File: src/rtl/mcte_pkg.sv
// Package: shared constants, types and lookup tables of the triangle emitter.
package mcte_pkg;

   // Field widths
   localparam int COORD_W  = 5;
   localparam int PC_W     = COORD_W + 1;
   localparam int DENS_W   = 8;
   localparam int SLOT_W   = 4;
   localparam int ID_W     = 15;
   localparam int POS_W    = 21;
   localparam int FRAC_W   = 17;
   localparam int QUOT_W   = 16;
   localparam int EDGE_W   = 4;
   localparam int ROW_W    = 64;

   localparam int SAMPLES_PER_AXIS_DEF = 32;

   localparam logic [FRAC_W-1:0] ONE_Q16  = 17'h10000;
   // edge codes above this one end a table row
   localparam logic [EDGE_W-1:0] EDGE_MAX = 4'd11;

   // Corner offsets, bit i belongs to corner i
   localparam logic [7:0] CORNER_DX = 8'b0110_0110;
   localparam logic [7:0] CORNER_DY = 8'b1111_0000;
   localparam logic [7:0] CORNER_DZ = 8'b0011_0011;

   // Controller states
   typedef enum logic [2:0] {
      ST_IDLE,
      ST_CLASSIFY,
      ST_SETUP,
      ST_ORDER,
      ST_DIV,
      ST_OUT
   } mcte_state_type;

   // Commands from controller to datapath
   typedef struct packed {
      logic load;
      logic classify;
      logic setup;
      logic order;
      logic div_step;
      logic advance;
   } mcte_cmd_type;

   // Status from datapath to controller
   typedef struct packed {
      logic row_end;
      logic div_done;
   } mcte_status_type;

   // First corner of an edge
   function automatic logic [2:0] edge_from(input logic [EDGE_W-1:0] e);
      logic [2:0] c;
      case (e)
         4'd0:    c = 3'd0;
         4'd1:    c = 3'd1;
         4'd2:    c = 3'd2;
         4'd3:    c = 3'd3;
         4'd4:    c = 3'd4;
         4'd5:    c = 3'd5;
         4'd6:    c = 3'd6;
         4'd7:    c = 3'd7;
         4'd8:    c = 3'd0;
         4'd9:    c = 3'd1;
         4'd10:   c = 3'd2;
         4'd11:   c = 3'd3;
         default: c = 3'd0;
      endcase
      return c;
   endfunction

   // Second corner of an edge
   function automatic logic [2:0] edge_to(input logic [EDGE_W-1:0] e);
      logic [2:0] c;
      case (e)
         4'd0:    c = 3'd1;
         4'd1:    c = 3'd2;
         4'd2:    c = 3'd3;
         4'd3:    c = 3'd0;
         4'd4:    c = 3'd5;
         4'd5:    c = 3'd6;
         4'd6:    c = 3'd7;
         4'd7:    c = 3'd4;
         4'd8:    c = 3'd4;
         4'd9:    c = 3'd5;
         4'd10:   c = 3'd6;
         4'd11:   c = 3'd7;
         default: c = 3'd0;
      endcase
      return c;
   endfunction

   // Triangle table: edge codes read from the top nibble down, padded with f
   function automatic logic [ROW_W-1:0] tri_row(input logic [7:0] idx);
      logic [ROW_W-1:0] r;
      case (idx)
         8'd0:   r = 64'hffff_ffff_ffff_ffff;
         8'd1:   r = 64'h083f_ffff_ffff_ffff;
         8'd2:   r = 64'h019f_ffff_ffff_ffff;
         8'd3:   r = 64'h1839_81ff_ffff_ffff;
         8'd4:   r = 64'h12af_ffff_ffff_ffff;
         8'd5:   r = 64'h0831_2aff_ffff_ffff;
         8'd6:   r = 64'h92a0_29ff_ffff_ffff;
         8'd7:   r = 64'h2832_a8a9_8fff_ffff;
         8'd8:   r = 64'h3b2f_ffff_ffff_ffff;
         8'd9:   r = 64'h0b28_b0ff_ffff_ffff;
         8'd10:  r = 64'h1902_3bff_ffff_ffff;
         8'd11:  r = 64'h1b21_9b98_bfff_ffff;
         8'd12:  r = 64'h3a1b_a3ff_ffff_ffff;
         8'd13:  r = 64'h0a10_8a8b_afff_ffff;
         8'd14:  r = 64'h3903_b9ba_9fff_ffff;
         8'd15:  r = 64'h98aa_8bff_ffff_ffff;
         8'd16:  r = 64'h478f_ffff_ffff_ffff;
         8'd17:  r = 64'h4307_34ff_ffff_ffff;
         8'd18:  r = 64'h0198_47ff_ffff_ffff;
         8'd19:  r = 64'h4194_7173_1fff_ffff;
         8'd20:  r = 64'h12a8_47ff_ffff_ffff;
         8'd21:  r = 64'h3473_0412_afff_ffff;
         8'd22:  r = 64'h92a9_0284_7fff_ffff;
         8'd23:  r = 64'h2a92_9727_3794_ffff;
         8'd24:  r = 64'h8473_b2ff_ffff_ffff;
         8'd25:  r = 64'hb47b_2420_4fff_ffff;
         8'd26:  r = 64'h9018_4723_bfff_ffff;
         8'd27:  r = 64'h47b9_4b9b_2921_ffff;
         8'd28:  r = 64'h3a13_ba78_4fff_ffff;
         8'd29:  r = 64'h1ba1_4b10_47b4_ffff;
         8'd30:  r = 64'h4789_0b9b_ab03_ffff;
         8'd31:  r = 64'h47b4_b99b_afff_ffff;
         8'd32:  r = 64'h954f_ffff_ffff_ffff;
         8'd33:  r = 64'h9540_83ff_ffff_ffff;
         8'd34:  r = 64'h0541_50ff_ffff_ffff;
         8'd35:  r = 64'h8548_3531_5fff_ffff;
         8'd36:  r = 64'h12a9_54ff_ffff_ffff;
         8'd37:  r = 64'h3081_2a49_5fff_ffff;
         8'd38:  r = 64'h52a5_4240_2fff_ffff;
         8'd39:  r = 64'h2a53_2535_4348_ffff;
         8'd40:  r = 64'h9542_3bff_ffff_ffff;
         8'd41:  r = 64'h0b20_8b49_5fff_ffff;
         8'd42:  r = 64'h0540_1523_bfff_ffff;
         8'd43:  r = 64'h2152_5828_b485_ffff;
         8'd44:  r = 64'ha3ba_1395_4fff_ffff;
         8'd45:  r = 64'h4950_818a_18ba_ffff;
         8'd46:  r = 64'h5405_0b5b_ab03_ffff;
         8'd47:  r = 64'h5485_8aa8_bfff_ffff;
         8'd48:  r = 64'h9785_79ff_ffff_ffff;
         8'd49:  r = 64'h9309_5357_3fff_ffff;
         8'd50:  r = 64'h0780_1715_7fff_ffff;
         8'd51:  r = 64'h1533_57ff_ffff_ffff;
         8'd52:  r = 64'h9789_57a1_2fff_ffff;
         8'd53:  r = 64'ha129_5053_0573_ffff;
         8'd54:  r = 64'h8028_2585_7a52_ffff;
         8'd55:  r = 64'h2a52_5335_7fff_ffff;
         8'd56:  r = 64'h7957_893b_2fff_ffff;
         8'd57:  r = 64'h9579_7292_027b_ffff;
         8'd58:  r = 64'h23b0_1817_8157_ffff;
         8'd59:  r = 64'hb21b_1771_5fff_ffff;
         8'd60:  r = 64'h9588_57a1_3a3b_ffff;
         8'd61:  r = 64'h5705_097b_010a_ba0f;
         8'd62:  r = 64'hba0b_03a5_0807_570f;
         8'd63:  r = 64'hba57_b5ff_ffff_ffff;
         8'd64:  r = 64'ha65f_ffff_ffff_ffff;
         8'd65:  r = 64'h0835_a6ff_ffff_ffff;
         8'd66:  r = 64'h9015_a6ff_ffff_ffff;
         8'd67:  r = 64'h1831_985a_6fff_ffff;
         8'd68:  r = 64'h1652_61ff_ffff_ffff;
         8'd69:  r = 64'h1651_2630_8fff_ffff;
         8'd70:  r = 64'h9659_0602_6fff_ffff;
         8'd71:  r = 64'h5985_8252_6328_ffff;
         8'd72:  r = 64'h23ba_65ff_ffff_ffff;
         8'd73:  r = 64'hb08b_20a6_5fff_ffff;
         8'd74:  r = 64'h0192_3b5a_6fff_ffff;
         8'd75:  r = 64'h5a61_929b_298b_ffff;
         8'd76:  r = 64'h63b6_5351_3fff_ffff;
         8'd77:  r = 64'h08b0_b505_15b6_ffff;
         8'd78:  r = 64'h3b60_3606_5059_ffff;
         8'd79:  r = 64'h6596_9bb9_8fff_ffff;
         8'd80:  r = 64'h5a64_78ff_ffff_ffff;
         8'd81:  r = 64'h4304_7365_afff_ffff;
         8'd82:  r = 64'h1905_a684_7fff_ffff;
         8'd83:  r = 64'ha651_9717_3794_ffff;
         8'd84:  r = 64'h6126_5147_8fff_ffff;
         8'd85:  r = 64'h1255_2630_4347_ffff;
         8'd86:  r = 64'h8479_0506_5026_ffff;
         8'd87:  r = 64'h7397_9432_9596_269f;
         8'd88:  r = 64'h3b27_84a6_5fff_ffff;
         8'd89:  r = 64'h5a64_7242_027b_ffff;
         8'd90:  r = 64'h0194_7823_b5a6_ffff;
         8'd91:  r = 64'h9219_b294_b7b4_5a6f;
         8'd92:  r = 64'h8473_b535_15b6_ffff;
         8'd93:  r = 64'h51b5_b610_b7b4_04bf;
         8'd94:  r = 64'h0590_6503_6b63_847f;
         8'd95:  r = 64'h6596_9b47_97b9_ffff;
         8'd96:  r = 64'ha496_4aff_ffff_ffff;
         8'd97:  r = 64'h4a64_9a08_3fff_ffff;
         8'd98:  r = 64'ha01a_0664_0fff_ffff;
         8'd99:  r = 64'h8318_1686_461a_ffff;
         8'd100: r = 64'h1491_2426_4fff_ffff;
         8'd101: r = 64'h3081_2924_9264_ffff;
         8'd102: r = 64'h0244_26ff_ffff_ffff;
         8'd103: r = 64'h8328_2442_6fff_ffff;
         8'd104: r = 64'ha49a_64b2_3fff_ffff;
         8'd105: r = 64'h0822_8b49_a4a6_ffff;
         8'd106: r = 64'h3b20_1606_461a_ffff;
         8'd107: r = 64'h6416_1a48_121b_8b1f;
         8'd108: r = 64'h9649_3691_3b63_ffff;
         8'd109: r = 64'h8b18_10b6_1914_641f;
         8'd110: r = 64'h3b63_6006_4fff_ffff;
         8'd111: r = 64'h648b_68ff_ffff_ffff;
         8'd112: r = 64'h7a67_8a89_afff_ffff;
         8'd113: r = 64'h0730_a709_a67a_ffff;
         8'd114: r = 64'ha671_a717_8180_ffff;
         8'd115: r = 64'ha67a_7117_3fff_ffff;
         8'd116: r = 64'h1261_6818_9867_ffff;
         8'd117: r = 64'h2692_9167_9093_739f;
         8'd118: r = 64'h7807_0660_2fff_ffff;
         8'd119: r = 64'h7326_72ff_ffff_ffff;
         8'd120: r = 64'h23ba_68a8_9867_ffff;
         8'd121: r = 64'h2072_7b09_767a_9a7f;
         8'd122: r = 64'h1801_781a_767a_23bf;
         8'd123: r = 64'hb21b_17a6_1671_ffff;
         8'd124: r = 64'h8968_6791_6b63_136f;
         8'd125: r = 64'h091b_67ff_ffff_ffff;
         8'd126: r = 64'h7807_063b_0b60_ffff;
         8'd127: r = 64'h7b6f_ffff_ffff_ffff;
         8'd128: r = 64'h76bf_ffff_ffff_ffff;
         8'd129: r = 64'h308b_76ff_ffff_ffff;
         8'd130: r = 64'h019b_76ff_ffff_ffff;
         8'd131: r = 64'h8198_31b7_6fff_ffff;
         8'd132: r = 64'ha126_b7ff_ffff_ffff;
         8'd133: r = 64'h12a3_086b_7fff_ffff;
         8'd134: r = 64'h2902_a96b_7fff_ffff;
         8'd135: r = 64'h6b72_a3a8_3a98_ffff;
         8'd136: r = 64'h7236_27ff_ffff_ffff;
         8'd137: r = 64'h7087_6062_0fff_ffff;
         8'd138: r = 64'h2762_3701_9fff_ffff;
         8'd139: r = 64'h1621_8619_8876_ffff;
         8'd140: r = 64'ha76a_1713_7fff_ffff;
         8'd141: r = 64'ha761_7a18_7108_ffff;
         8'd142: r = 64'h0370_7a0a_96a7_ffff;
         8'd143: r = 64'h76a7_a88a_9fff_ffff;
         8'd144: r = 64'h684b_86ff_ffff_ffff;
         8'd145: r = 64'h36b3_0604_6fff_ffff;
         8'd146: r = 64'h86b8_4690_1fff_ffff;
         8'd147: r = 64'h9469_6393_1b36_ffff;
         8'd148: r = 64'h6846_b82a_1fff_ffff;
         8'd149: r = 64'h12a3_0b06_b046_ffff;
         8'd150: r = 64'h4b84_6b02_92a9_ffff;
         8'd151: r = 64'ha93a_3294_3b36_463f;
         8'd152: r = 64'h8238_4246_2fff_ffff;
         8'd153: r = 64'h0424_62ff_ffff_ffff;
         8'd154: r = 64'h1902_3424_6438_ffff;
         8'd155: r = 64'h1941_4224_6fff_ffff;
         8'd156: r = 64'h8138_6184_66a1_ffff;
         8'd157: r = 64'ha10a_0660_4fff_ffff;
         8'd158: r = 64'h4634_386a_3039_a93f;
         8'd159: r = 64'ha946_a4ff_ffff_ffff;
         8'd160: r = 64'h4957_6bff_ffff_ffff;
         8'd161: r = 64'h0834_95b7_6fff_ffff;
         8'd162: r = 64'h5015_4076_bfff_ffff;
         8'd163: r = 64'hb768_3435_4315_ffff;
         8'd164: r = 64'h954a_1276_bfff_ffff;
         8'd165: r = 64'h6b71_2a08_3495_ffff;
         8'd166: r = 64'h76b5_4a42_a402_ffff;
         8'd167: r = 64'h3483_5432_5a52_b76f;
         8'd168: r = 64'h7237_6254_9fff_ffff;
         8'd169: r = 64'h9540_8606_2687_ffff;
         8'd170: r = 64'h3623_7615_0540_ffff;
         8'd171: r = 64'h6286_8721_8485_158f;
         8'd172: r = 64'h954a_1617_6137_ffff;
         8'd173: r = 64'h16a1_7610_7870_954f;
         8'd174: r = 64'h40a4_a503_a6a7_37af;
         8'd175: r = 64'h76a7_a854_a48a_ffff;
         8'd176: r = 64'h6956_b9b8_9fff_ffff;
         8'd177: r = 64'h36b0_6305_6095_ffff;
         8'd178: r = 64'h0b80_5b01_556b_ffff;
         8'd179: r = 64'h6b36_3553_1fff_ffff;
         8'd180: r = 64'h12a9_5b9b_8b56_ffff;
         8'd181: r = 64'h0b30_6b09_6569_12af;
         8'd182: r = 64'hb85b_5680_5a52_025f;
         8'd183: r = 64'h6b36_352a_3a53_ffff;
         8'd184: r = 64'h5895_2856_2382_ffff;
         8'd185: r = 64'h9569_6006_2fff_ffff;
         8'd186: r = 64'h1581_8056_8382_628f;
         8'd187: r = 64'h1562_16ff_ffff_ffff;
         8'd188: r = 64'h1361_6a38_6569_896f;
         8'd189: r = 64'ha10a_0695_0560_ffff;
         8'd190: r = 64'h0385_6aff_ffff_ffff;
         8'd191: r = 64'ha56f_ffff_ffff_ffff;
         8'd192: r = 64'hb5a7_5bff_ffff_ffff;
         8'd193: r = 64'hb5ab_7583_0fff_ffff;
         8'd194: r = 64'h5b75_ab19_0fff_ffff;
         8'd195: r = 64'ha75a_b798_1831_ffff;
         8'd196: r = 64'hb12b_1775_1fff_ffff;
         8'd197: r = 64'h0831_2717_572b_ffff;
         8'd198: r = 64'h9759_2790_22b7_ffff;
         8'd199: r = 64'h7527_2b59_2328_982f;
         8'd200: r = 64'h25a2_3537_5fff_ffff;
         8'd201: r = 64'h8208_5287_5a25_ffff;
         8'd202: r = 64'h9015_a353_73a2_ffff;
         8'd203: r = 64'h9829_2187_2a25_752f;
         8'd204: r = 64'h1353_75ff_ffff_ffff;
         8'd205: r = 64'h0870_7117_5fff_ffff;
         8'd206: r = 64'h9039_3553_7fff_ffff;
         8'd207: r = 64'h9875_97ff_ffff_ffff;
         8'd208: r = 64'h5845_a8ab_8fff_ffff;
         8'd209: r = 64'h5045_b05a_bb30_ffff;
         8'd210: r = 64'h0198_4a8a_ba45_ffff;
         8'd211: r = 64'hab4a_45b3_4941_314f;
         8'd212: r = 64'h2512_852b_8458_ffff;
         8'd213: r = 64'h04b0_b345_b2b1_51bf;
         8'd214: r = 64'h0250_592b_5458_b85f;
         8'd215: r = 64'h9452_b3ff_ffff_ffff;
         8'd216: r = 64'h25a3_5235_4384_ffff;
         8'd217: r = 64'h5a25_2442_0fff_ffff;
         8'd218: r = 64'h3a23_5a38_5458_019f;
         8'd219: r = 64'h5a25_2419_2942_ffff;
         8'd220: r = 64'h8458_5335_1fff_ffff;
         8'd221: r = 64'h0451_05ff_ffff_ffff;
         8'd222: r = 64'h8458_5390_5035_ffff;
         8'd223: r = 64'h945f_ffff_ffff_ffff;
         8'd224: r = 64'h4b74_9b9a_bfff_ffff;
         8'd225: r = 64'h0834_979b_79ab_ffff;
         8'd226: r = 64'h1ab1_b414_074b_ffff;
         8'd227: r = 64'h3143_481a_474b_ab4f;
         8'd228: r = 64'h4b79_b492_b912_ffff;
         8'd229: r = 64'h9749_b791_b2b1_083f;
         8'd230: r = 64'hb74b_4224_0fff_ffff;
         8'd231: r = 64'hb74b_4283_4324_ffff;
         8'd232: r = 64'h29a2_7923_7749_ffff;
         8'd233: r = 64'h9a79_74a2_7870_207f;
         8'd234: r = 64'h37a3_a274_a1a0_40af;
         8'd235: r = 64'h1a28_74ff_ffff_ffff;
         8'd236: r = 64'h4914_1771_3fff_ffff;
         8'd237: r = 64'h4914_1708_1871_ffff;
         8'd238: r = 64'h4037_43ff_ffff_ffff;
         8'd239: r = 64'h487f_ffff_ffff_ffff;
         8'd240: r = 64'h9a8a_b8ff_ffff_ffff;
         8'd241: r = 64'h3093_9bb9_afff_ffff;
         8'd242: r = 64'h01a0_a88a_bfff_ffff;
         8'd243: r = 64'h31ab_3aff_ffff_ffff;
         8'd244: r = 64'h12b1_b99b_8fff_ffff;
         8'd245: r = 64'h3093_9b12_92b9_ffff;
         8'd246: r = 64'h02b8_0bff_ffff_ffff;
         8'd247: r = 64'h32bf_ffff_ffff_ffff;
         8'd248: r = 64'h2382_8aa8_9fff_ffff;
         8'd249: r = 64'h9a20_92ff_ffff_ffff;
         8'd250: r = 64'h2382_8a01_81a8_ffff;
         8'd251: r = 64'h1a2f_ffff_ffff_ffff;
         8'd252: r = 64'h1389_18ff_ffff_ffff;
         8'd253: r = 64'h091f_ffff_ffff_ffff;
         8'd254: r = 64'h038f_ffff_ffff_ffff;
         default: r = 64'hffff_ffff_ffff_ffff;
      endcase
      return r;
   endfunction

endpackage

File: src/rtl/mcte_ctrl.sv
// Controller: sequences classify, per-vertex setup, division and output.
module mcte_ctrl import mcte_pkg::*; (
   input  logic            clock,
   input  logic            reset,
   input  logic            req_valid,
   output logic            req_ready,
   output logic            rsp_valid,
   input  logic            rsp_ready,
   input  mcte_status_type status,
   output mcte_cmd_type    cmd
);

   mcte_state_type state_ff, state_in;

   // State register
   always_ff @(posedge clock) begin
      if (reset) begin
         state_ff <= ST_IDLE;
      end else begin
         state_ff <= state_in;
      end
   end

   // Next state and commands
   always_comb begin
      state_in  = state_ff;
      cmd       = '0;
      req_ready = 1'b0;
      rsp_valid = 1'b0;
      case (state_ff)
         ST_IDLE: begin
            req_ready = 1'b1;
            if (req_valid) begin
               cmd.load = 1'b1;
               state_in = ST_CLASSIFY;
            end
         end
         ST_CLASSIFY: begin
            cmd.classify = 1'b1;
            state_in     = ST_SETUP;
         end
         ST_SETUP: begin
            // end of the row: the cube is finished
            if (status.row_end) begin
               state_in = ST_IDLE;
            end else begin
               cmd.setup = 1'b1;
               state_in  = ST_ORDER;
            end
         end
         ST_ORDER: begin
            cmd.order = 1'b1;
            state_in  = ST_DIV;
         end
         ST_DIV: begin
            cmd.div_step = 1'b1;
            if (status.div_done) begin
               state_in = ST_OUT;
            end
         end
         ST_OUT: begin
            rsp_valid = 1'b1;
            if (rsp_ready) begin
               cmd.advance = 1'b1;
               state_in    = ST_SETUP;
            end
         end
         default: begin
            state_in = ST_IDLE;
         end
      endcase
   end

endmodule

File: config.mk
export PLATFORM = sky130hd
export DESIGN_NAME = mcte_ctrl
export DESIGN_NICKNAME = d
export VERILOG_FILES = /design/src/rtl/mcte_pkg.sv /design/src/rtl/mcte_ctrl.sv
export SDC_FILE = /design/constraint.sdc
export NUM_CORES = 1
export LEC_CHECK = 0
export BUFFER_PORTS_ARGS = -buffer_cell sky130_fd_sc_hd__buf_4
export CORE_AREA = 2 2 39 41
export DETAILED_ROUTE_END_ITERATION = 12
export DIE_AREA = 0 0 41 43
export HOLD_SLACK_MARGIN = 0.08
export PLACE_DENSITY_LB_ADDON = 0.15
export SYNTH_ARGS = -nofsm -noshare
export SYNTH_HDL_FRONTEND = slang
export SYNTH_SLANG_ARGS = --single-unit
File: constraint.sdc
create_clock -name clock -period 0.9 [get_ports clock]
set_input_delay 0.045 -clock clock [delete_from_list [all_inputs] [get_ports clock]]
set_output_delay 0.045 -clock clock [all_outputs]
set_load 0.02 [all_outputs]
**Yosys cells after proc, flatten, opt, wreduce, memory -nomap -nowiden**

Index checks and enable logic that the tools add are counted.

- Bits in registers: 3
- Bits of input ports: 6
- Output and inout bits: 8
- Logic and storage cells: 27

- Equal/unequal tests: 8
- Mux-type cells: 16
- Reduce and logical (&&, ||, !) cells: 2

Operator list:

| kind | number |
|---|---|
| $pmux W3 S6 | 1 |
| $mux W1 | 11 |
| $mux W3 | 3 |
| $eq A3 B2 Y1 const B | 2 |
| $eq A3 B3 Y1 const B | 2 |
| $ne A2 B2 Y1 const B | 3 |
| $eq A3 B1 Y1 const B | 1 |
| $logic_not A3 Y1 | 1 |
| $reduce_and A3 Y1 | 1 |
| $mux W2 | 1 |

**Depth between registers and ports, before layout**

Gate-level depths: netlist (run 1).

- Word-level depth: 3
- Gate-level depth with buffers: 4
- Depth with buffers taken out: 3

**Worst setup path after synthesis (run 1)**

No wires, ideal clock.

- Path kind: flip-flop to output port
- From: register state_ff[1]
- To: output port cmd[5] (netlist name)
- Arrival time: 1.295 ns
- Required time: 0.855 ns
- Slack: -0.440 ns
- Cell stages (with the launch flop): 4
- Buffers on the path: 1
- Path through: dfxtp_1 -> buf_2 -> nor3_1 -> and2_1

RTL lines:

| item | RTL line | source |
|---|---|---|
| from (decl) | mcte_ctrl.sv:13 | `mcte_state_type state_ff, state_in;` |
| from (signal assigned) | mcte_ctrl.sv:20 | `state_ff <= state_in;` |
| to (decl) | mcte_ctrl.sv:10 | `output mcte_cmd_type cmd` |

==> impl_metrics.xml, run 1 <==
<?xml version="1.0" encoding="UTF-8"?>
<metrics>
  <group name="clocking">
    <metric name="cts_buffer_depth" unit="">2</metric>
    <metric name="cts_root_buf" unit="">sky130_fd_sc_hd__clkbuf_4</metric>
    <metric name="tritoncts" unit="">yes</metric>
    <metric name="clk_pin_slew_worst_paths" unit="ns">0.04</metric>
    <metric name="numCtsBuffers" unit="">3</metric>
    <metric name="worstSkewPairLatency" unit="ns">0.23</metric>
    <metric name="number_of_sinks_on_the_clock_net" unit="">3</metric>
    <metric name="cts_max_level" unit="">1</metric>
  </group>
  <group name="setup_path">
    <metric name="end_kind" unit="">output port</metric>
    <metric name="worst-endpoint-arrival" unit="ns">1.13</metric>
    <metric name="timing.critical_path.required" unit="ns">0.85</metric>
    <metric name="worstPathMaxFanout" unit="">6</metric>
    <metric name="path_class" unit="">reg2out</metric>
    <metric name="startpoint_type" unit="">flop</metric>
  </group>
  <group name="run_status">
    <metric name="status" unit="">finished with violations</metric>
    <metric name="violations" unit="">negative setup slack</metric>
  </group>
  <group name="yosys">
    <metric name="mappedNetlistNets" unit="">33</metric>
    <metric name="yosys_warnings" unit="">0</metric>
    <metric name="syn-mean-instance-area" unit="um^2">8.20</metric>
    <metric name="synth_area" unit="um^2">221</metric>
    <metric name="ys_seq_elements" unit="">3</metric>
    <metric name="synth_cell_type_count" unit="">17</metric>
    <metric name="synth_cells" unit="">27</metric>
    <metric name="synth_seq_area_share" unit="%">27.1</metric>
  </group>
  <group name="place">
    <metric name="dp.cells" unit="">61</metric>
    <metric name="routability_congestion" unit="">0.721</metric>
    <metric name="placement.cell_area" unit="um^2">409</metric>
    <metric name="detailedPlace.worstSlack" unit="ns">-0.159</metric>
    <metric name="placed_wire_length_estimate_after_detailed_placement" unit="um">539</metric>
    <metric name="buffer_ports.inserted" unit="">13</metric>
  </group>
  <group name="timing">
    <metric name="final_worst_path_period_share" unit="%">130</metric>
    <metric name="hold_violations" unit="">0</metric>
    <metric name="relSlewSlack" unit="%">87.8</metric>
    <metric name="whs" unit="ns">0.134</metric>
    <metric name="worst_pin_slew" unit="ns">0.178</metric>
    <metric name="setup_viol_count_final" unit="">11</metric>
    <metric name="skew" unit="ns">0.000519</metric>
    <metric name="rsz_0062_raised_after_global_routing" unit="">true</metric>
    <metric name="final-max-slew-violation-count" unit="">0</metric>
    <metric name="fin_ws" unit="ns">-0.273</metric>
    <metric name="clock.fmax" unit="GHz">0.853</metric>
    <metric name="min_period" unit="ns">1.17</metric>
  </group>
  <group name="cells_and_area">
    <metric name="max_reg_flops" unit="">3</metric>
    <metric name="largestRegisters" unit="">state_ff (3)</metric>
    <metric name="fill_cells" unit="">156</metric>
    <metric name="fin_cells" unit="">72</metric>
    <metric name="antennaDiodeCount" unit="">0</metric>
    <metric name="num-nets-final" unit="">63</metric>
    <metric name="syn_to_final_growth" unit="%">159</metric>
    <metric name="layout-drive-gt1-share" unit="%">82.1</metric>
    <metric name="post-route-cell-area" unit="um^2">573</metric>
    <metric name="regMostFlops" unit="">state_ff</metric>
  </group>
  <group name="die">
    <metric name="floorplan.die.height" unit="um">43</metric>
    <metric name="placement_rows" unit="">14</metric>
    <metric name="chipWidth" unit="um">41</metric>
    <metric name="fp.dieArea" unit="mm^2">0.00176</metric>
    <metric name="pin_count" unit="">14</metric>
    <metric name="fp.coreArea" unit="mm^2">0.00138</metric>
    <metric name="initial_cell_density_of_the_core" unit="%">16.0</metric>
  </group>
  <group name="routing">
    <metric name="routed_via_density" unit="">4.25</metric>
    <metric name="post-route-drc-count" unit="">0</metric>
    <metric name="drt_pass1_iterations" unit="">2</metric>
    <metric name="routed-via-count" unit="">306</metric>
    <metric name="drt-total-wl" unit="um">796</metric>
    <metric name="drtAntennaViolNets" unit="">0</metric>
    <metric name="drt-initial-drc-count" unit="">2</metric>
    <metric name="routedWlPerCell" unit="um">11.1</metric>
  </group>
  <group name="power_and_ir_drop">
    <metric name="post-layout-total-power" unit="W">0.000758</metric>
    <metric name="power_density" unit="mW/mm^2">1320</metric>
    <metric name="power.static_leakage" unit="nW">0.263</metric>
    <metric name="power.ir.vdd_worst" unit="mV">0.633</metric>
  </group>
  <group name="worst_hold_path">
    <metric name="worstHoldPathType" unit="">in2reg</metric>
  </group>
  <group name="global_route">
    <metric name="largest_net_degree_at_the_start_of_global_routing" unit="">8</metric>
    <metric name="global_route_wire_length_before_repair" unit="mm">1.30</metric>
    <metric name="number_of_antenna_violations_at_the_first_check_in_global_routing" unit="">0</metric>
    <metric name="grt_usage" unit="%">11.4</metric>
    <metric name="grt_remaining_overflow" unit="">0</metric>
    <metric name="via_count_of_the_first_global_routing_pass" unit="">320</metric>
  </group>
  <group name="run">
    <metric name="max-cap-violations" unit="">0</metric>
  </group>
</metrics>
## stage by stage
| step | utilization, % | setup TNS [ns] |
|---|---|---|
| 2_1_floorplan | - | -0.409 |
| 4_1_cts | 38.3 | -2.31 |
| 5_1_grt | 41.4 | -2.84 |
| 6_report | 41.4 | -2.34 |
| 3_5_place_dp | 29.6 | -0.573 |
| 3_3_place_gp | 29.6 | -0.488 |
## cell families after synthesis
| family | after synthesis | synth area share, % |
|---|---|---|
| simple gates | 15 | 42.4 |
| compound gates | 5 | 16.9 |
| flops | 3 | 27.1 |
| mux | 2 | 9.04 |
| buf+inv | 2 | 4.52 |
## repair_timing
item,in CTS,in global routing
buffers inserted,4,2
gates cloned,0,0
endpoints found under the setup margin,11,11
hold buffers,1,0
hold endpoints to repair,3,0
pin swaps,8,3
gates resized for setup,17,6
## where the power goes
part | switching (W) | total [W] | internal [W]
Sequential | 0.0000315 | 0.000181 | 0.000150
Clock | 0.0000689 | 0.000235 | 0.000166
Combinational | 0.000142 | 0.000342 | 0.000200
## worst paths after layout
check / start / to / cells past startpoint / slack [ns]
max: state_ff[2]$_SDFFE_PP0P_ / cmd[0] / 3 / -0.27
min: status[1] / state_ff[0]$_SDFFE_PP0P_ / 3 / 0.13
max reg2reg: state_ff[2]$_SDFFE_PP0P_ / state_ff[2]$_SDFFE_PP0P_ / 5 / -0.21
min reg2reg: state_ff[2]$_SDFFE_PP0P_ / state_ff[0]$_SDFFE_PP0P_ / 2 / 0.64
## cells in the final DEF, fill, tap and decap left out
cell	Yosys	final
sky130_fd_sc_hd__nand2b_1	2	1
sky130_fd_sc_hd__a21oi_1	3	1
sky130_fd_sc_hd__dfxtp_4	0	2
sky130_fd_sc_hd__a311oi_2	1	1
sky130_fd_sc_hd__o21a_1	1	1
sky130_fd_sc_hd__and3_4	0	1
sky130_fd_sc_hd__nor3b_2	0	1
sky130_fd_sc_hd__mux2i_1	2	2
sky130_fd_sc_hd__nor2_1	2	2
sky130_fd_sc_hd__nor2b_4	0	1
sky130_fd_sc_hd__a21oi_2	0	2
sky130_fd_sc_hd__nor3_4	0	2
sky130_fd_sc_hd__dfxtp_2	0	1
sky130_fd_sc_hd__dlygate4sd3_1	0	1
sky130_fd_sc_hd__clkbuf_1	0	1
sky130_fd_sc_hd__and3b_2	0	1
sky130_fd_sc_hd__and2b_2	0	1
sky130_fd_sc_hd__buf_4	0	15
sky130_fd_sc_hd__buf_6	0	11
sky130_fd_sc_hd__nand2b_4	0	1
sky130_fd_sc_hd__nand2_1	1	1
sky130_fd_sc_hd__clkbuf_4	0	3
sky130_fd_sc_hd__and2_4	0	3
## worst max-delay path: stages, from the launching register on
cell and delay, ns:
sky130_fd_sc_hd__dfxtp_4 0.40, sky130_fd_sc_hd__and2b_2 0.21, sky130_fd_sc_hd__and3_4 0.18, sky130_fd_sc_hd__buf_6 0.11
## Yosys cell counts
master | count | area [um^2]
sky130_fd_sc_hd__and2b_1 | 1 | 7.51
sky130_fd_sc_hd__o21a_1 | 1 | 7.51
sky130_fd_sc_hd__buf_2 | 2 | 10.0
sky130_fd_sc_hd__nor3_2 | 1 | 10.0
sky130_fd_sc_hd__nand2b_1 | 2 | 12.5
sky130_fd_sc_hd__nor3b_1 | 1 | 7.51
sky130_fd_sc_hd__nand2_1 | 1 | 3.75
sky130_fd_sc_hd__and3b_1 | 1 | 8.76
sky130_fd_sc_hd__mux2i_1 | 2 | 20.0
sky130_fd_sc_hd__a311oi_2 | 1 | 15.0
sky130_fd_sc_hd__and3_1 | 1 | 6.26
sky130_fd_sc_hd__nor3_1 | 1 | 5.00
sky130_fd_sc_hd__dfxtp_1 | 3 | 60.1
sky130_fd_sc_hd__nor2_1 | 2 | 7.51
sky130_fd_sc_hd__nor2b_1 | 1 | 6.26
sky130_fd_sc_hd__and2_1 | 3 | 18.8
sky130_fd_sc_hd__a21oi_1 | 3 | 15.0
## layout make-up
| type | count | area (um^2) | share of cell area, % |
|---|---|---|---|
| timing repair buffer | 27 | 246 | 43.0 |
| tap | 16 | 20.0 | 3.49 |
| clock buffer | 4 | 26.3 | 4.59 |
| multi-input combinational | 22 | 211 | 36.9 |
| sequential | 3 | 68.8 | 12.0 |
## metal layers
layer | wire length (um) | track usage, % | vias to the layer above
met5 | 0 | 0 | -
met4 | 0 | 8.00 | 0
met3 | 36 | 4.71 | 0
met2 | 434 | 16.9 | 9
met1 | 325 | 12.5 | 143
li1 | - | - | 154
Power figures use the tool's default switching activity.
==> run 2, diff against run 1 <==
Settings changed: PLACE_DENSITY_LB_ADDON 0.15 to 0.25.
==> impl_metrics.xml, run 2 (synthesis results as in run 1) <==
<?xml version="1.0" encoding="UTF-8"?>
<metrics>
  <group name="run_status">
    <metric name="status" unit="">finished with violations</metric>
    <metric name="violations" unit="">negative setup slack</metric>
  </group>
  <group name="timing">
    <metric name="clock.fmax" unit="GHz">0.851</metric>
    <metric name="fin_ws" unit="ns">-0.275</metric>
    <metric name="setup_viol_count_final" unit="">11</metric>
    <metric name="final_worst_path_period_share" unit="%">131</metric>
    <metric name="min_period" unit="ns">1.18</metric>
    <metric name="worst_pin_slew" unit="ns">0.201</metric>
    <metric name="rsz_0062_raised_after_global_routing" unit="">true</metric>
    <metric name="setup_total_negative_slack" unit="ns">-2.18</metric>
    <metric name="skew" unit="ns">0.00378</metric>
    <metric name="final-max-slew-violation-count" unit="">0</metric>
    <metric name="whs" unit="ns">0.138</metric>
    <metric name="relSlewSlack" unit="%">86.6</metric>
    <metric name="hold_violations" unit="">0</metric>
  </group>
  <group name="global_route">
    <metric name="global_route_wire_length_before_repair" unit="mm">1.24</metric>
    <metric name="gr-usage-met1" unit="%">13.8</metric>
    <metric name="grt-busiest-layer" unit="">met1</metric>
    <metric name="via_count_of_the_first_global_routing_pass" unit="">274</metric>
    <metric name="grtUsageMet2" unit="%">13.1</metric>
    <metric name="grt_usage" unit="%">11.0</metric>
    <metric name="global_route.usage.met3" unit="%">5.24</metric>
    <metric name="grt_remaining_overflow" unit="">0</metric>
    <metric name="number_of_antenna_violations_at_the_first_check_in_global_routing" unit="">0</metric>
    <metric name="largest_net_degree_at_the_start_of_global_routing" unit="">9</metric>
  </group>
  <group name="die">
    <metric name="fp.coreArea" unit="mm^2">0.00138</metric>
    <metric name="pin_count" unit="">14</metric>
    <metric name="placement_rows" unit="">14</metric>
    <metric name="floorplan.die.height" unit="um">43</metric>
    <metric name="initial_cell_density_of_the_core" unit="%">16.0</metric>
    <metric name="chipWidth" unit="um">41</metric>
    <metric name="fp.dieArea" unit="mm^2">0.00176</metric>
  </group>
  <group name="setup_path">
    <metric name="sequence_of_cells_on_the_critical_path" unit="">and2b_2, and3_4, buf_6</metric>
    <metric name="cell_family_with_most_cp_delay" unit="">simple AND/OR/NAND/NOR gates</metric>
    <metric name="register_to_register_setup_slack" unit="ns">-0.22</metric>
    <metric name="startpoint_type" unit="">flop</metric>
    <metric name="path_class" unit="">reg2out</metric>
    <metric name="crit-reg2reg-launch" unit="">state_ff[1]$_SDFFE_PP0P_</metric>
    <metric name="worstPathBufferInverterCount" unit="">1</metric>
    <metric name="worstPathMaxFanout" unit="">4</metric>
    <metric name="worst-endpoint-arrival" unit="ns">1.13</metric>
    <metric name="worst_path_largest_cell_delay" unit="ns">0.35</metric>
    <metric name="regToRegEndpoint" unit="">state_ff[1]$_SDFFE_PP0P_</metric>
    <metric name="timing.critical_path.required" unit="ns">0.85</metric>
    <metric name="critical_path.slowest_cell" unit="">sky130_fd_sc_hd__dfxtp_2</metric>
    <metric name="end_kind" unit="">output port</metric>
    <metric name="worst_r2r_path_depth" unit="">4</metric>
  </group>
  <group name="cells_and_area">
    <metric name="num-nets-final" unit="">60</metric>
    <metric name="regMostFlops" unit="">state_ff</metric>
    <metric name="syn_to_final_growth" unit="%">146</metric>
    <metric name="antennaDiodeCount" unit="">0</metric>
    <metric name="layout.cells.most_common" unit="">sky130_fd_sc_hd__buf_4</metric>
    <metric name="largestRegisters" unit="">state_ff (3)</metric>
    <metric name="max_reg_flops" unit="">3</metric>
    <metric name="layout_common_cells" unit="">12 x sky130_fd_sc_hd__buf_4, 10 x sky130_fd_sc_hd__buf_6, 3 x sky130_fd_sc_hd__clkbuf_4</metric>
    <metric name="postLayoutCoreUtil" unit="%">39.4</metric>
    <metric name="layout-drive-gt1-share" unit="%">75.5</metric>
    <metric name="post-route-cell-area" unit="um^2">546</metric>
  </group>
  <group name="routing">
    <metric name="routedWlPerCell" unit="um">10.9</metric>
    <metric name="drt_pass1_iterations" unit="">4</metric>
    <metric name="routed-via-count" unit="">287</metric>
    <metric name="drtAntennaViolNets" unit="">0</metric>
    <metric name="post-route-drc-count" unit="">0</metric>
    <metric name="drt-total-wl" unit="um">752</metric>
    <metric name="routed_via_density" unit="">4.16</metric>
    <metric name="drt-initial-drc-count" unit="">4</metric>
  </group>
  <group name="power_and_ir_drop">
    <metric name="power.static_leakage" unit="nW">0.241</metric>
    <metric name="power_density" unit="mW/mm^2">1370</metric>
    <metric name="power.ir.vdd_worst" unit="mV">0.592</metric>
  </group>
  <group name="clocking">
    <metric name="number_of_sinks_on_the_clock_net" unit="">3</metric>
    <metric name="worstSkewPairLatency" unit="ns">0.23</metric>
    <metric name="numCtsBuffers" unit="">3</metric>
    <metric name="cts_buffer_depth" unit="">2</metric>
    <metric name="cts_root_buf" unit="">sky130_fd_sc_hd__clkbuf_4</metric>
    <metric name="clk_pin_slew_worst_paths" unit="ns">0.04</metric>
    <metric name="cts_max_level" unit="">1</metric>
    <metric name="tritoncts" unit="">yes</metric>
  </group>
  <group name="place">
    <metric name="routability_congestion" unit="">0.676</metric>
    <metric name="buffer_ports.inserted" unit="">13</metric>
    <metric name="placement.cell_area" unit="um^2">394</metric>
    <metric name="detailedPlace.worstSlack" unit="ns">-0.142</metric>
    <metric name="placed_wire_length_estimate_after_detailed_placement" unit="um">503</metric>
  </group>
  <group name="worst_hold_path">
    <metric name="worstHoldPathCells" unit="">3</metric>
    <metric name="worstHoldPathType" unit="">in2reg</metric>
    <metric name="hold_path.startpoint" unit="">status[0]</metric>
    <metric name="worst_hold_path.endpoint" unit="">state_ff[1]$_SDFFE_PP0P_</metric>
  </group>
  <group name="run">
    <metric name="max-cap-violations" unit="">0</metric>
  </group>
</metrics>
## run 2: cell types whose count changed in the layout (fill, tap and decap cells not counted), sizes merged
| cell | previous run | this run |
|---|---|---|
| buf | 26 | 23 |
## run 2: how the worst max path moves through the flow
stage,endpoint,startpoint,slack [ns],cells after the start
finish,cmd[0],state_ff[1]$_SDFFE_PP0P_,-0.28,3
global route,cmd[0],state_ff[1]$_SDFFE_PP0P_,-0.32,3
CTS,cmd[0],state_ff[2]$_SDFFE_PP0P_,-0.27,3
detailed placement,state_ff[1]$_SDFFE_PP0P_,state_ff[2]$_SDFFE_PP0P_,-0.14,3
global placement,state_ff[1]$_SDFFE_PP0P_,state_ff[2]$_SDFFE_PP0P_,-0.17,3
floorplan,cmd[5],state_ff[0]$_SDFFE_PP0P_,-0.11,3
## run 2: per-stage QoR
stage / instances / power (W)
5_1_grt: 69 / 0.000803
6_report: 69 / 0.000747
2_1_floorplan: 27 / 0.000337
3_3_place_gp: 59 / 0.000432
3_5_place_dp: 59 / 0.000431
4_1_cts: 68 / 0.000751
## run 2: worst reg2reg max path: stages (launching register included)
cell                       delay [ns]
sky130_fd_sc_hd__dfxtp_2         0.35
sky130_fd_sc_hd__and2b_2         0.26
sky130_fd_sc_hd__buf_6           0.13
sky130_fd_sc_hd__buf_6           0.10
sky130_fd_sc_hd__a311oi_2        0.19
## run 2: what timing repair did
item,4_1_cts,5_1_grt
hold buffers,1,0
endpoints found under the setup margin,11,11
pin swaps,6,4
buffers inserted,4,1
hold endpoints to repair,3,0
resized for setup,17,2
## run 2: area by class of cell
type	instances	area (um^2)
Fill cell	150	838
Multi-Input combinational cell	22	198
Timing Repair Buffer	24	233
Tap cell	16	20.0
Clock buffer	4	26.3
Sequential cell	3	68.8
## run 2: layer usage
metal	vias to the layer above	routed length (um)
met3	2	52
met1	129	327
met2	10	357
li1	146	-
met4	0	14
met5	-	0
## run 2: where the power goes
| group | leakage, nW | switching, W | internal [W] | total, W |
|---|---|---|---|---|
| sequential | 0.0264 | 0.0000296 | 0.000150 | 0.000179 |
| combinational | 0.200 | 0.000137 | 0.000195 | 0.000332 |
| clock | 0.0150 | 0.0000689 | 0.000166 | 0.000235 |
| total | 0.241 | 0.000235 | 0.000511 | 0.000747 |
==> run 3, diff against run 2 <==
==> constraint.sdc (replaced) <==
create_clock -name clock -period 0.9 [get_ports clock]
set_input_delay 0.18 -clock clock [delete_from_list [all_inputs] [get_ports clock]]
set_output_delay 0.18 -clock clock [all_outputs]
set_load 0.02 [all_outputs]
==> impl_metrics.xml, run 3 (synthesis results as in run 1) <==
<?xml version="1.0" encoding="UTF-8"?>
<metrics>
  <group name="clocking">
    <metric name="clk_pin_slew_worst_paths" unit="ns">0.04</metric>
    <metric name="numCtsBuffers" unit="">3</metric>
    <metric name="cts_buffer_depth" unit="">2</metric>
    <metric name="tritoncts" unit="">yes</metric>
    <metric name="worstSkewPairLatency" unit="ns">0.24</metric>
    <metric name="number_of_sinks_on_the_clock_net" unit="">3</metric>
    <metric name="cts_max_level" unit="">1</metric>
    <metric name="cts_root_buf" unit="">sky130_fd_sc_hd__clkbuf_4</metric>
  </group>
  <group name="setup_path">
    <metric name="startpoint_type" unit="">flop</metric>
    <metric name="end_of_the_critical_path" unit="">cmd[0]</metric>
    <metric name="regToRegEndpoint" unit="">state_ff[1]$_SDFFE_PP0P_</metric>
    <metric name="worst-endpoint-arrival" unit="ns">1.11</metric>
    <metric name="crit-reg2reg-launch" unit="">state_ff[2]$_SDFFE_PP0P_</metric>
    <metric name="path_class" unit="">reg2out</metric>
    <metric name="end_kind" unit="">output port</metric>
    <metric name="worstPathMaxFanout" unit="">6</metric>
    <metric name="worst_setup_path_startpoint" unit="">state_ff[2]$_SDFFE_PP0P_</metric>
    <metric name="timing.critical_path.required" unit="ns">0.72</metric>
    <metric name="worst_r2r_path_depth" unit="">4</metric>
    <metric name="register_to_register_setup_slack" unit="ns">-0.22</metric>
  </group>
  <group name="timing">
    <metric name="worst_pin_slew" unit="ns">0.183</metric>
    <metric name="whs" unit="ns">0.107</metric>
    <metric name="hold_violations" unit="">0</metric>
    <metric name="relSlewSlack" unit="%">87.4</metric>
    <metric name="setup_total_negative_slack" unit="ns">-3.23</metric>
    <metric name="skew" unit="ns">0.00846</metric>
    <metric name="rsz_0062_raised_after_global_routing" unit="">true</metric>
    <metric name="setup_viol_count_final" unit="">11</metric>
    <metric name="final-max-slew-violation-count" unit="">0</metric>
    <metric name="fin_ws" unit="ns">-0.388</metric>
    <metric name="clock.fmax" unit="GHz">0.777</metric>
    <metric name="final_worst_path_period_share" unit="%">143</metric>
    <metric name="min_period" unit="ns">1.29</metric>
  </group>
  <group name="cells_and_area">
    <metric name="regMostFlops" unit="">state_ff</metric>
    <metric name="syn_to_final_growth" unit="%">149</metric>
    <metric name="largestRegisters" unit="">state_ff (3)</metric>
    <metric name="antennaDiodeCount" unit="">0</metric>
    <metric name="layout-drive-gt1-share" unit="%">81.1</metric>
    <metric name="layout.cells.most_common" unit="">sky130_fd_sc_hd__buf_6</metric>
    <metric name="max_reg_flops" unit="">3</metric>
    <metric name="fill_cells" unit="">151</metric>
    <metric name="layout_common_cells" unit="">13 x sky130_fd_sc_hd__buf_6, 11 x sky130_fd_sc_hd__buf_4, 3 x sky130_fd_sc_hd__and2_4, 3 x sky130_fd_sc_hd__clkbuf_4</metric>
    <metric name="num-nets-final" unit="">60</metric>
    <metric name="postLayoutCoreUtil" unit="%">39.9</metric>
  </group>
  <group name="global_route">
    <metric name="global_route_wire_length_before_repair" unit="mm">1.15</metric>
    <metric name="largest_net_degree_at_the_start_of_global_routing" unit="">8</metric>
    <metric name="grt_remaining_overflow" unit="">0</metric>
    <metric name="via_count_of_the_first_global_routing_pass" unit="">285</metric>
    <metric name="grt_usage" unit="%">9.44</metric>
    <metric name="number_of_antenna_violations_at_the_first_check_in_global_routing" unit="">0</metric>
  </group>
  <group name="die">
    <metric name="fp.dieArea" unit="mm^2">0.00176</metric>
    <metric name="floorplan.die.height" unit="um">43</metric>
    <metric name="fp.coreArea" unit="mm^2">0.00138</metric>
    <metric name="chipWidth" unit="um">41</metric>
    <metric name="initial_cell_density_of_the_core" unit="%">16.0</metric>
    <metric name="placement_rows" unit="">14</metric>
    <metric name="pin_count" unit="">14</metric>
  </group>
  <group name="routing">
    <metric name="drt-initial-drc-count" unit="">3</metric>
    <metric name="drt-total-wl" unit="um">785</metric>
    <metric name="drtAntennaViolNets" unit="">0</metric>
    <metric name="routedWlPerCell" unit="um">11.4</metric>
    <metric name="drt_pass1_iterations" unit="">4</metric>
    <metric name="routed-via-count" unit="">297</metric>
    <metric name="post-route-drc-count" unit="">0</metric>
    <metric name="routed_via_density" unit="">4.30</metric>
  </group>
  <group name="run">
    <metric name="max-cap-violations" unit="">0</metric>
  </group>
  <group name="place">
    <metric name="buffer_ports.inserted" unit="">13</metric>
    <metric name="routability_congestion" unit="">0.697</metric>
    <metric name="placed_wire_length_estimate_after_detailed_placement" unit="um">501</metric>
  </group>
  <group name="power_and_ir_drop">
    <metric name="power_density" unit="mW/mm^2">1420</metric>
    <metric name="power.static_leakage" unit="nW">0.248</metric>
    <metric name="power.ir.vdd_worst" unit="mV">0.467</metric>
  </group>
  <group name="worst_hold_path">
    <metric name="hold_path.startpoint" unit="">reset</metric>
    <metric name="worstHoldPathCells" unit="">2</metric>
    <metric name="worstHoldPathType" unit="">in2reg</metric>
  </group>
  <group name="run_status">
    <metric name="violations" unit="">negative setup slack</metric>
    <metric name="status" unit="">finished with violations</metric>
  </group>
</metrics>
[run 3: cell types whose count changed in the layout (fill, tap and decap cells not counted)]
cell | before | now
sky130_fd_sc_hd__buf_6 | 10 | 13
sky130_fd_sc_hd__and2_1 | 1 | 0
sky130_fd_sc_hd__and2_4 | 2 | 3
sky130_fd_sc_hd__buf_12 | 1 | 0
sky130_fd_sc_hd__buf_4 | 12 | 11
sky130_fd_sc_hd__dlygate4sd3_1 | 1 | 0
sky130_fd_sc_hd__nand2b_1 | 2 | 1
sky130_fd_sc_hd__nand2b_4 | 0 | 1
[run 3: repair_timing]
| item | in CTS | in global routing |
|---|---|---|
| hold endpoints to repair | 0 | 0 |
| gates resized for setup | 20 | 2 |
| hold buffers | 0 | 0 |
| pin swaps | 3 | 2 |
| buffers inserted | 3 | 2 |
| setup endpoints to repair | 11 | 11 |
[run 3: how the worst min path moves through the flow]
stage	endpoint	slack [ns]
2_1_floorplan	state_ff[2]$_SDFFE_PP0P_	0.24
3_3_place_gp	state_ff[2]$_SDFFE_PP0P_	0.37
3_5_place_dp	state_ff[2]$_SDFFE_PP0P_	0.37
4_1_cts	state_ff[1]$_SDFFE_PP0P_	0.11
5_1_grt	state_ff[2]$_SDFFE_PP0P_	0.11
6_report	state_ff[2]$_SDFFE_PP0P_	0.11
[run 3: critical path: stages (launching register included)]
cell                      delay (ns)
sky130_fd_sc_hd__dfxtp_4        0.37
sky130_fd_sc_hd__and2b_2        0.22
sky130_fd_sc_hd__and3_4         0.15
sky130_fd_sc_hd__buf_6          0.12
[run 3: per-stage QoR]
step                      instances  setup slack [ns]  power, W  area (um^2)
after floorplan                  27            -0.242  0.000343          264
after global placement           61            -0.173  0.000450          415
after detailed placement         61            -0.172  0.000450          415
after CTS                        68            -0.383  0.000770          536
after global routing             69            -0.424  0.000825          552
final                            69            -0.388  0.000784          552
[run 3: routing by layer]
| layer | vias to the layer above | wire length, um | global-route usage (%) |
|---|---|---|---|
| met5 | - | 0 | 0 |
| met4 | 0 | 0 | 6.00 |
| met3 | 0 | 41 | 1.57 |
| met2 | 9 | 408 | 12.5 |
| met1 | 138 | 334 | 13.5 |
| li1 | 150 | - | - |
[run 3: area by class of cell]
class | count | area, um^2 | area share (%)
clock buffer | 4 | 26.3 | 4.76
multi-input combinational | 22 | 208 | 37.6
tap | 16 | 20.0 | 3.63
sequential | 3 | 68.8 | 12.5
timing repair buffer | 24 | 229 | 41.5
[run 3: report_power, final]
| group | switching [W] | internal [W] |
|---|---|---|
| registers | 0.0000279 | 0.000149 |
| clock network | 0.0000818 | 0.000167 |
| logic | 0.000146 | 0.000212 |
